File: src/rtl/ssrf_pkg.sv
// sonar spike rejection filter: shared widths, register codes and reset values
// no dependencies
`timescale 1ns / 1ps

package ssrf_pkg;

  localparam int RANGE_W          = 16;
  localparam int TIME_W           = 32;
  localparam int CFG_W            = 16;
  localparam int CFG_INDEX_W      = 2;
  localparam int IN_TDATA_W       = 48;
  localparam int IN_TUSER_W       = 1;
  localparam int OUT_TDATA_W      = 8;
  localparam int WINDOW_DEPTH_DEF = 8;
  localparam int SPEED_SCALE      = 1000;
  localparam int SPEED_SCALE_W    = 10;
  localparam int SCALED_DIFF_W    = RANGE_W + SPEED_SCALE_W;
  localparam int PRODUCT_W        = CFG_W + TIME_W;

  localparam logic [CFG_W-1:0] RANGE_MIN_RST   = CFG_W'(301);
  localparam logic [CFG_W-1:0] RANGE_MAX_RST   = CFG_W'(2600);
  localparam logic [CFG_W-1:0] MEAN_LIMIT_RST  = CFG_W'(400);
  localparam logic [CFG_W-1:0] SPEED_LIMIT_RST = CFG_W'(3000);

  typedef enum logic [CFG_INDEX_W-1:0] {
    CFG_RANGE_MIN   = 2'd0,
    CFG_RANGE_MAX   = 2'd1,
    CFG_MEAN_LIMIT  = 2'd2,
    CFG_SPEED_LIMIT = 2'd3
  } cfg_reg_t;

  typedef enum logic [IN_TUSER_W-1:0] {
    OP_TIME_BASE = 1'b0,
    OP_MEASURE   = 1'b1
  } op_t;

  typedef struct packed {
    logic range_pass;
    logic mean_pass;
    logic speed_pass;
  } ssrf_verdict_t;

endpackage

File: src/rtl/sonar_spike_rejection_filter_unit.sv
// sonar spike rejection filter top level: config registers, two-stage pipe,
// window memory and output register; depends on ssrf_pkg, ssrf_window_mem, ssrf_check
`timescale 1ns / 1ps

//  channel   dir  handshake            payload
//  s_        in   s_tvalid/s_tready    tdata {range_mm, timestamp_ms}, tuser operation
//  m_        out  m_tvalid/m_tready    tdata sample_ok in bit 0
//  cfg_      in   cfg_valid/cfg_ready  cfg_index, cfg_data
//
//  one item per cycle sustained unless the output stalls; a measurement's verdict is
//  offered from the output register (input stage loads at the accepting edge, the check
//  against the window sum and memory read word loads the output register when the check stage advances)
//  time-base words update the time register at acceptance and give no output word
//  reset clears the window through per-entry valid bits, no clearing pass
//  a stalled output holds the check stage, which holds s_tready low

module sonar_spike_rejection_filter_unit
  import ssrf_pkg::*;
#(
  parameter int WINDOW_DEPTH = WINDOW_DEPTH_DEF
) (
  input  logic                   clk,
  input  logic                   rst,
  input  logic                   s_tvalid,
  output logic                   s_tready,
  input  logic [IN_TDATA_W-1:0]  s_tdata,   // timestamp_ms[31:0], range_mm[47:32]
  input  logic [IN_TUSER_W-1:0]  s_tuser,   // operation[0]
  output logic                   m_tvalid,
  input  logic                   m_tready,
  output logic [OUT_TDATA_W-1:0] m_tdata,   // sample_ok[0], zeros above
  input  logic                   cfg_valid,
  output logic                   cfg_ready,
  input  logic [CFG_INDEX_W-1:0] cfg_index,
  input  logic [CFG_W-1:0]       cfg_data
);

  localparam int SLOT_W = (WINDOW_DEPTH > 1) ? $clog2(WINDOW_DEPTH) : 1;
  localparam int SUM_W  = RANGE_W + $clog2(WINDOW_DEPTH);
  localparam logic [SUM_W-1:0]  SUM_MAX   = SUM_W'((2 ** RANGE_W - 1) * WINDOW_DEPTH);
  localparam logic [SLOT_W-1:0] SLOT_LAST = SLOT_W'(WINDOW_DEPTH - 1);

  logic [CFG_W-1:0]   range_min;
  logic [CFG_W-1:0]   range_max;
  logic [CFG_W-1:0]   mean_limit;
  logic [CFG_W-1:0]   speed_limit;

  logic [TIME_W-1:0]  prev_time;
  logic [RANGE_W-1:0] prev_range;

  logic               s1_valid;
  logic [RANGE_W-1:0] s1_range;
  logic [TIME_W-1:0]  s1_dt;
  logic [RANGE_W-1:0] s1_step;

  logic [SUM_W-1:0]   window_sum;
  logic [SLOT_W-1:0]  write_slot;
  logic [SLOT_W-1:0]  write_slot_next;
  logic [RANGE_W-1:0] oldest;

  logic               out_ok;

  logic               in_fire;
  logic               s1_advance;
  logic               commit;
  logic               ok;
  ssrf_verdict_t      verdict;

  logic [TIME_W-1:0]  in_time;
  logic [RANGE_W-1:0] in_range;
  op_t                in_op;

  assign in_time  = s_tdata[TIME_W-1:0];
  assign in_range = s_tdata[TIME_W +: RANGE_W];
  assign in_op    = op_t'(s_tuser);

  assign cfg_ready  = 1'b1;
  assign s1_advance = s1_valid && (!m_tvalid || m_tready);
  assign s_tready   = !s1_valid || s1_advance;
  assign in_fire    = s_tvalid && s_tready;

  assign ok     = verdict.range_pass && verdict.mean_pass && verdict.speed_pass;
  assign commit = s1_advance && ok;

  always_comb begin
    write_slot_next = write_slot;
    if (commit) begin
      write_slot_next = (write_slot == SLOT_LAST) ? '0 : write_slot + SLOT_W'(1);
    end
  end

  // config registers
  always_ff @(posedge clk) begin
    if (rst) begin
      range_min   <= RANGE_MIN_RST;
      range_max   <= RANGE_MAX_RST;
      mean_limit  <= MEAN_LIMIT_RST;
      speed_limit <= SPEED_LIMIT_RST;
    end else if (cfg_valid) begin
      case (cfg_reg_t'(cfg_index))
        CFG_RANGE_MIN:   range_min   <= cfg_data;
        CFG_RANGE_MAX:   range_max   <= cfg_data;
        CFG_MEAN_LIMIT:  mean_limit  <= cfg_data;
        CFG_SPEED_LIMIT: speed_limit <= cfg_data;
        default: ;
      endcase
    end
  end

  // input stage: time step against the previous word, range step against the previous measurement
  always_ff @(posedge clk) begin
    if (rst) begin
      prev_time  <= '0;
      prev_range <= '0;
      s1_valid   <= 1'b0;
    end else begin
      if (s1_advance) begin
        s1_valid <= 1'b0;
      end
      if (in_fire) begin
        prev_time <= in_time;
        if (in_op == OP_MEASURE) begin
          prev_range <= in_range;
          s1_valid   <= 1'b1;
        end
      end
    end
  end

  always_ff @(posedge clk) begin
    if (in_fire && in_op == OP_MEASURE) begin
      s1_range <= in_range;
      s1_dt    <= in_time - prev_time;
      s1_step  <= (in_range > prev_range) ? (in_range - prev_range)
                                          : (prev_range - in_range);
    end
  end

  ssrf_check #(
    .WINDOW_DEPTH (WINDOW_DEPTH),
    .SUM_W        (SUM_W)
  ) u_check (
    .range_mm    (s1_range),
    .dt          (s1_dt),
    .range_step  (s1_step),
    .window_sum  (window_sum),
    .range_min   (range_min),
    .range_max   (range_max),
    .mean_limit  (mean_limit),
    .speed_limit (speed_limit),
    .verdict     (verdict)
  );

  // read word always tracks the slot to be overwritten next
  ssrf_window_mem #(
    .WINDOW_DEPTH (WINDOW_DEPTH),
    .SLOT_W       (SLOT_W)
  ) u_window (
    .clk     (clk),
    .rst     (rst),
    .rd_slot (write_slot_next),
    .wr_en   (commit),
    .wr_slot (write_slot),
    .wr_data (s1_range),
    .rd_data (oldest)
  );

  // running sum and slot pointer
  always_ff @(posedge clk) begin
    if (rst) begin
      window_sum <= '0;
      write_slot <= '0;
    end else begin
      write_slot <= write_slot_next;
      if (commit) begin
        window_sum <= window_sum - SUM_W'(oldest) + SUM_W'(s1_range);
      end
    end
  end

  // output register
  always_ff @(posedge clk) begin
    if (rst) begin
      m_tvalid <= 1'b0;
    end else if (s1_advance) begin
      m_tvalid <= 1'b1;
    end else if (m_tready) begin
      m_tvalid <= 1'b0;
    end
  end

  always_ff @(posedge clk) begin
    if (s1_advance) begin
      out_ok <= ok;
    end
  end

  assign m_tdata = {{(OUT_TDATA_W-1){1'b0}}, out_ok};

`ifndef SYNTHESIS
  a_sum_bound: assert property (@(posedge clk) disable iff (rst)
    window_sum <= SUM_MAX)
    else $error("window sum beyond full-scale window");

  a_slot_bound: assert property (@(posedge clk) disable iff (rst)
    write_slot <= SLOT_LAST)
    else $error("write slot outside window");

  a_out_from_check: assert property (@(posedge clk) disable iff (rst)
    $rose(m_tvalid) |-> $past(s1_valid))
    else $error("output word without a measurement in the check stage");

  a_sum_steady: assert property (@(posedge clk) disable iff (rst)
    !commit |=> $stable(window_sum))
    else $error("window sum changed without an accepted sample");
`endif

endmodule

File: src/rtl/ssrf_window_mem.sv
// ring window store: synchronous memory with registered read, per-entry valid bits
// depends on ssrf_pkg
`timescale 1ns / 1ps

module ssrf_window_mem
  import ssrf_pkg::*;
#(
  parameter int WINDOW_DEPTH = WINDOW_DEPTH_DEF,
  parameter int SLOT_W       = (WINDOW_DEPTH > 1) ? $clog2(WINDOW_DEPTH) : 1
) (
  input  logic               clk,
  input  logic               rst,
  input  logic [SLOT_W-1:0]  rd_slot,
  input  logic               wr_en,
  input  logic [SLOT_W-1:0]  wr_slot,
  input  logic [RANGE_W-1:0] wr_data,
  output logic [RANGE_W-1:0] rd_data
);

  logic [RANGE_W-1:0]      mem [WINDOW_DEPTH];
  logic [WINDOW_DEPTH-1:0] live;
  logic [RANGE_W-1:0]      rd_raw;
  logic                    rd_live;
  logic                    fwd;

  assign fwd = wr_en && (wr_slot == rd_slot);

  always_ff @(posedge clk) begin
    if (wr_en) begin
      mem[wr_slot] <= wr_data;
    end
    rd_raw <= fwd ? wr_data : mem[rd_slot];
  end

  always_ff @(posedge clk) begin
    if (rst) begin
      live    <= '0;
      rd_live <= 1'b0;
    end else begin
      if (wr_en) begin
        live[wr_slot] <= 1'b1;
      end
      rd_live <= fwd || live[rd_slot];
    end
  end

  // never-written entries read as zero
  assign rd_data = rd_live ? rd_raw : '0;

endmodule

File: src/rtl/ssrf_check.sv
// band, window-mean and rate-of-change checks for one measurement
// depends on ssrf_pkg
`timescale 1ns / 1ps

module ssrf_check
  import ssrf_pkg::*;
#(
  parameter int WINDOW_DEPTH = WINDOW_DEPTH_DEF,
  parameter int SUM_W        = RANGE_W + $clog2(WINDOW_DEPTH)
) (
  input  logic [RANGE_W-1:0] range_mm,
  input  logic [TIME_W-1:0]  dt,
  input  logic [RANGE_W-1:0] range_step,
  input  logic [SUM_W-1:0]   window_sum,
  input  logic [CFG_W-1:0]   range_min,
  input  logic [CFG_W-1:0]   range_max,
  input  logic [CFG_W-1:0]   mean_limit,
  input  logic [CFG_W-1:0]   speed_limit,
  output ssrf_verdict_t      verdict
);

  logic [SUM_W-1:0]         range_scaled;
  logic [SUM_W-1:0]         limit_scaled;
  logic [SUM_W-1:0]         mean_dev;
  logic [SCALED_DIFF_W-1:0] step_scaled;
  logic [PRODUCT_W-1:0]     step_allowed;

  assign range_scaled = SUM_W'(range_mm) * SUM_W'(WINDOW_DEPTH);
  assign limit_scaled = SUM_W'(mean_limit) * SUM_W'(WINDOW_DEPTH);
  assign mean_dev     = (range_scaled > window_sum) ? (range_scaled - window_sum)
                                                    : (window_sum - range_scaled);
  assign step_scaled  = SCALED_DIFF_W'(range_step) * SCALED_DIFF_W'(SPEED_SCALE);
  assign step_allowed = PRODUCT_W'(speed_limit) * PRODUCT_W'(dt);

  always_comb begin
    verdict.range_pass = (range_mm > range_min) && (range_mm < range_max);
    verdict.mean_pass  = (mean_dev <= limit_scaled);
    verdict.speed_pass = (PRODUCT_W'(step_scaled) <= step_allowed);
  end

endmodule

File: config.mk
export PLATFORM = sky130hd
export DESIGN_NAME = sonar_spike_rejection_filter_unit
export DESIGN_NICKNAME = d
export VERILOG_FILES = /design/src/rtl/ssrf_pkg.sv /design/src/rtl/sonar_spike_rejection_filter_unit.sv /design/src/rtl/ssrf_window_mem.sv /design/src/rtl/ssrf_check.sv
export SDC_FILE = /design/constraint.sdc
export NUM_CORES = 2
export LEC_CHECK = 0
export BUFFER_PORTS_ARGS = -buffer_cell sky130_fd_sc_hd__buf_2
export CORE_MARGIN = 2
export CORE_UTILIZATION = 45
export CTS_BUF_LIST = sky130_fd_sc_hd__clkbuf_2
export DETAILED_ROUTE_END_ITERATION = 7
export PLACE_DENSITY = 0.69
export SLEW_MARGIN = 5
export SYNTH_ARGS = -nofsm -noshare
export SYNTH_HDL_FRONTEND = slang
export SYNTH_SLANG_ARGS = --single-unit
File: constraint.sdc
create_clock -name clk -period 9.95 [get_ports clk]
set_clock_uncertainty 0.15 [all_clocks]
set_input_delay 1.99 -clock clk [delete_from_list [all_inputs] [get_ports clk]]
set_output_delay 1.99 -clock clk [all_outputs]
set_load 0.005 [all_outputs]
==> Yosys cells after proc, flatten, opt, wreduce, memory -nomap -nowiden <==
Memory sizes are Yosys's and may differ from the RTL's. A register that Yosys moved wholly into a read port is not among the register bits.
Index checks and enable logic that the tools add are counted.
{ "word_totals": {"ram_bits": 128, "in_bits": 72, "reg_bits": 210, "out_inout_bits": 11, "memories": 1} }
{ "memory_table": {"columns": ["name", "words", "word_bits", "read_ports", "rd_ports_with_merged_regs", "write_ports", "line", "text"], "rows": [
  ["u_window.mem", 8, 16, 1, 1, 1, "ssrf_window_mem.sv:20", "logic [RANGE_W-1:0] mem [WINDOW_DEPTH];"]
]} }
{ "classes": {"bitwise": 1, "addsub": 8, "order_cmp": 9, "eq_ne": 5, "mux": 16, "n_reduce_logical": 21, "mul": 2} }
{ "op_table": {"columns": ["op", "count"], "rows": [
  ["less-or-equal comparator 26 x 48 -> 1 bit", 1],
  ["multiplier 16 x 32 -> 48 bit", 1],
  ["subtractor 19 bit", 2],
  ["greater-than comparator 16 bit", 2],
  ["two-way mux 16 bit", 2],
  ["subtractor 16 bit", 2],
  ["subtractor 32 bit", 1],
  ["multiplier 16 x 7 -> 23 bit (second input constant)", 1],
  ["adder 19 x 16 -> 19 bit", 1],
  ["greater-than comparator 19 bit", 1],
  ["less-or-equal comparator 19 bit", 1],
  ["two-way mux 19 bit", 1],
  ["subtractor 19 x 16 -> 19 bit", 1],
  ["less-than comparator 16 bit", 1],
  ["AND reduction 2 bit", 5],
  ["logical AND 1 bit", 9],
  ["two-way mux 1 bit", 9],
  ["less-than comparator 3 x 4 -> 1 bit (second input constant)", 2],
  ["OR 8 bit", 1],
  ["two-way mux 3 bit", 2],
  ["== test 2 bit (second input constant)", 2],
  ["adder 3 x 1 -> 3 bit (second input constant)", 1],
  ["binary-select mux 1 bit (select 3 bit)", 1],
  ["demux 1 bit (select 3 bit)", 1],
  ["8 further kinds", 11]
]} }

==> Logic depth before layout (Yosys ltp) <==
{ "depth": {"depth_word": 10, "depth_mapped": 40, "mapped_depth_nobuf": 37} }

==> Modules after synthesis <==
Synthesis repeated with hierarchy kept, for this count alone.
{ "unflattened": {"cells_unflattened": 4201, "hier_area_um2": 39008.7} }
{ "by_module_without_submodules": {"columns": ["module", "seq_area_each_um2", "cells_each", "instances", "area_each_um2"], "rows": [
  ["ssrf_check", 0.0, 2600, 1, 22120.0],
  ["sonar_spike_rejection_filter_unit", 4674.5, 1354, 1, 11484.8],
  ["ssrf_window_mem", 4083.9, 247, 1, 5403.9]
]} }

==> Least setup slack after synthesis <==
OpenSTA, ideal clock, no wires.
{ "synth_timing": {"path_kind": "register to register", "startpoint": "reg s1_dt[12]", "endpoint": "mem u_window.mem[3][0] (enable)", "t_arrival_ns": 8.877, "period_less_slack_ns": 9.442, "required_ns": 9.385, "path_slack_ns": 0.508, "n_path_buf": 3, "path_stages_with_launch": 33, "path_cell_list": "edfxtp_1 > clkbuf_1 > nand2_1 > fa_1 > fa_1 > inv_1 > fa_1 > fa_1 > fa_1 > inv_1 > fa_1 > inv_1 > ha_1 > clkbuf_1 > nand4_1 > or4_1 > nand2_1 > a31oi_1 > xor2_1 > ha_1 > and4_1 > nand4_1 > nor4_1 > a2111o_1 > a2111oi_0 > nand4_1 > nor4_1 > o2111ai_1 > nor4_4 > a211oi_4 > buf_2 > nand2_1 > nor3b_1"} }
{ "synth_between": {"elab_chain_cells": 6} }
{ "synth_lines": {"columns": ["element", "line", "text"], "rows": [
  ["start, declared", "sonar_spike_rejection_filter_unit.sv:52", "logic [TIME_W-1:0] s1_dt;"],
  ["start signal, assigned", "sonar_spike_rejection_filter_unit.sv:132", "s1_dt <= in_time - prev_time;"],
  ["multiplier 16 x 32 -> 48 bit", "ssrf_check.sv:33", "assign step_allowed = PRODUCT_W'(speed_limit) * PRODUCT_W'(dt);"],
  ["less-or-equal comparator 26 x 48 -> 1 bit", "ssrf_check.sv:38", "verdict.speed_pass = (PRODUCT_W'(step_scaled) <= step_allowed);"],
  ["logical AND 1 bit", "sonar_spike_rejection_filter_unit.sv:81", "assign ok = verdict.range_pass && verdict.mean_pass && verdict.speed_pass;"],
  ["logical AND 1 bit", "sonar_spike_rejection_filter_unit.sv:82", "assign commit = s1_advance && ok;"],
  ["two-way mux 1 bit", "ssrf_window_mem.sv:29", "if (wr_en) begin"],
  ["two-way mux 1 bit (implied by the code)", "ssrf_window_mem.sv:30", "mem[wr_slot] <= wr_data;"],
  ["end, declared", "ssrf_window_mem.sv:20", null]
]} }
No other way between the ends.

==> Worst setup path after layout <==
{ "layout_timing": {"startpoint": "reg s1_dt[8]", "endpoint": "reg u_window.rd_raw[10] (read register of u_window.mem)"} }
{ "layout_between": {"elab_chain_cells": 5} }
{ "layout_lines": {"columns": ["element", "line", "text"], "rows": [
  ["multiplier 16 x 32 -> 48 bit", "ssrf_check.sv:33", null],
  ["less-or-equal comparator 26 x 48 -> 1 bit", "ssrf_check.sv:38", null],
  ["logical AND 1 bit", "sonar_spike_rejection_filter_unit.sv:81", null],
  ["logical AND 1 bit", "sonar_spike_rejection_filter_unit.sv:82", null],
  ["two-way mux 3 bit", "sonar_spike_rejection_filter_unit.sv:86", "if (commit) begin"],
  ["end, declared", "ssrf_window_mem.sv:22", "logic [RANGE_W-1:0] rd_raw;"]
]} }
No other way between the ends.
A chain may end at the register's enable or synchronous reset.

==> flow_summary.toml <==
[placement]
port_buffers = 74
finalWeightedCongestion = 0.962
dp.final_hpwl_mm = 78.3

[setup_path]
r2r_cells = 35
cp.required_ps = 10790
endpoint_kind = "register"
r2r-start = "s1_dt[8]"
cpPeakStageDelay_ps = 600
reg2reg_to = "u_window.rd_raw[10]"
crit_top_cell = "fa_1"
cp_max_fo = 26
startpoint_type = "register"
r2r_slack_ps = 300
cpMaxStageDelayCell = "or4_1"
crit_type = "reg -> reg"
cp.arrival_ps = 10500

[cells_and_area]
seqCellArea_sq_mm = 0.00902
synthToLayoutAreaGrowth_pct = 7.96
fill_cells = 8032
drive_gt1_share_pct = 9.45
multi_input_area_sq_mm = 0.0267
utilization_pct = 49.2
nNetsFinal = 5264

[detailed_routing]
dr_total_vias = 29600
viasPerCell = 5.32
drt-initial-drc-count = 1877
wl_per_cell_um = 17.9
drt-total-wl_mm = 99.7
drc = 0
antenna_left = 0
drtPass1Iterations = 5

[outcome]
status = "completed"

[job]
maxCapViolations = 0

[clocking]
clockRootBuffer = "clkbuf_2"
clock_latency_ps = 1110
cts_made_buffers = 92
h-tree-depth = 3
cts_sinks = 354
path_clk_slew_ps = 110
ctsHoldBuffers = 0
cts_tree = "yes"
clockBufferDepth = 3

[sta]
slew_headroom_pct = 14.5
setup_viol = 0
fin_tns_setup_ps = 0
finalCritPeriodShare_pct = 97.0
fmax_mhz = 104
rsz0062_at_grt = "yes"
final-hold-violation-count = 0
slew_viol_final = 0
min_period_ps = 9650
tightest_slew_ps = 1280

[worst_hold_path]
holdPathEnd = "prev_time[7]"
min_delay_path_depth = 2
hold_class = "reg -> reg"
hp-start = "prev_time[7]"

[synthesis]
synth_ff_type = "edfxtp_1"
syn_inst = 4230
ys_ff_latch = 354
netlist_area_sq_mm = 0.0390
syn_area_per_cell_sq_um = 9.22
synthArstFlopShare_pct = 0
synth-edff-count = 193
yosysUniqueCellTypes = 81
synth_seq_area_share_pct = 23.1
yosys_warnings = 0

[floorplan]
num_io_pins = 83
num_rows = 107
die_h_um = 298
die_area_sq_mm = 0.0890
core-area_sq_mm = 0.0855
fp.dieW_um = 298
start_util_pct = 45.6

[global_route]
grt_remaining_overflow = 0
grt_max_degree = 75
antenna_found_initial = 10
grtUsageTotal_pct = 22.6
grt_pass1_wl_mm = 161
grt_pass1_vias = 30000
[critical path, delay by kind of cell, from the launching register on]
family / cells / cell delay, ps
adders and majority gates: 8 / 3650
and+or+nand+nor: 11 / 2870
muxes: 4 / 840
buffers and inverters: 7 / 790
AOI/OAI and AO/OA: 4 / 570
DFF: 1 / 540
xor gates and xnor gates: 1 / 160
[Yosys cell counts, drive strengths merged, types with 13 or more instances]
| master | n | area [sq um] |
|---|---|---|
| inv | 690 | 2590 |
| nand2 | 641 | 2410 |
| fa | 492 | 9850 |
| ha | 355 | 4440 |
| a21oi | 240 | 1200 |
| and2 | 229 | 1430 |
| edfxtp | 193 | 5800 |
| nor2 | 172 | 646 |
| dfxtp | 161 | 3220 |
| clkbuf | 159 | 597 |
| mux2i | 118 | 1190 |
| o21ai | 99 | 495 |
| xnor2 | 79 | 692 |
| a21o | 73 | 548 |
| nor3 | 40 | 200 |
| nand3 | 37 | 185 |
| xor2 | 33 | 289 |
| nand4 | 31 | 194 |
| buf | 27 | 176 |
| nor2b | 27 | 169 |
| nand2b | 25 | 156 |
| a211oi | 24 | 193 |
| mux2 | 22 | 248 |
| o211ai | 21 | 158 |
| o21a | 19 | 143 |
| nand3b | 18 | 135 |
| a31oi | 16 | 100 |
| o21bai | 16 | 120 |
| a211o | 13 | 114 |
| a21boi | 13 | 97.6 |
| and3 | 13 | 81.3 |
| or3 | 13 | 81.3 |
[placed cells by master (no fill, tap or decap), types with 18 or more instances in the layout]
master    netlist  layout
inv_1         690     690
nand2_1       641     641
fa_1          492     492
ha_1          355     355
a21oi_1       240     240
and2_1        228     228
edfxtp_1      193     193
nor2_1        172     172
dfxtp_1       161     161
clkbuf_2        0     137
mux2i_1       116     116
buf_4          14     116
o21ai_0        91      90
xnor2_1        79      79
a21o_1         73      73
buf_2           6      73
nand3_1        37      37
nor3_1         40      36
xor2_1         33      33
nand4_1        31      31
nor2b_1        27      27
nand2b_1       25      25
a211oi_1       23      22
mux2_2         22      22
o211ai_1       21      21
clkinv_1        1      20
o21a_1         19      19
nand3b_1       18      18
[kinds of logic after synthesis]
logic type | count (synthesis) | synth area share (%)
other cells | 2 | 0.0193
simple gates | 1288 | 15.4
mux | 141 | 3.74
flops | 354 | 23.1
fa+ha+maj | 847 | 36.6
buf+inv | 877 | 8.63
compound gates | 609 | 9.90
xor+xnor | 112 | 2.52
[stage by stage]
step	hold slack (ps)	cells	area [sq um]	setup slack, ps
global placement	292	5374	41000	316
global route	322	5568	42100	-172
CTS	309	5545	41900	24.4
floorplan	285	4236	39000	508
detailed placement	296	5374	41000	67.8
finish	309	5568	42100	295
[per-layer routing]
| metal | vias up | wire (um) | GRT usage (%) |
|---|---|---|---|
| met2 | 854 | 46600 | 36.7 |
| met3 | 191 | 6220 | 3.82 |
| li1 | 13900 | - | - |
| met1 | 14600 | 44000 | 30.8 |
| met5 | - | 103 | 0 |
| met4 | 16 | 2720 | 6.84 |
[sequential cells by signal, summed over array words and instances, names as in the netlist, 3 cells and up]
register / flops
window_sum: 19
s1_step: 16
s1_dt: 32
speed_limit: 16
range_min: 16
u_window.live: 8
write_slot: 3
u_window.mem: 128
mean_limit: 16
range_max: 16
prev_time: 32
prev_range: 16
u_window.rd_raw: 16
s1_range: 16
[worst max-delay path by stage]
stage                                to             from  cells after the start
floorplan            u_window.mem[3][0]        s1_dt[12]                     32
global placement    u_window.rd_raw[13]  speed_limit[15]                     31
detailed placement  u_window.rd_raw[11]        s1_dt[10]                     33
CTS                 u_window.rd_raw[15]         s1_dt[6]                     36
global route        u_window.rd_raw[15]         s1_dt[8]                     35
finish              u_window.rd_raw[10]         s1_dt[8]                     35
[timing repair]
item | 4_1_cts | 5_1_grt
endpoints found under the hold margin | 0 | 0
endpoints found under the setup margin | 0 | 174
gates resized for setup | 0 | 16
setup buffers | 0 | 19
[cell type report]
| class | instances | share of cell area [%] |
|---|---|---|
| Sequential cell | 354 | 21.4 |
| Inverter | 691 | 6.16 |
| Clock inverter | 34 | 0.401 |
| Clock buffer | 137 | 1.63 |
| Multi-Input combinational cell | 3005 | 63.5 |
| Timing Repair Buffer | 201 | 3.48 |
| Tap cell | 1144 | 3.40 |
| Antenna cell | 2 | 0.0119 |
Power is left out: the tool's default activity adds up to more than one toggle a clock period on the data nets, which glitch-free logic cannot reach.
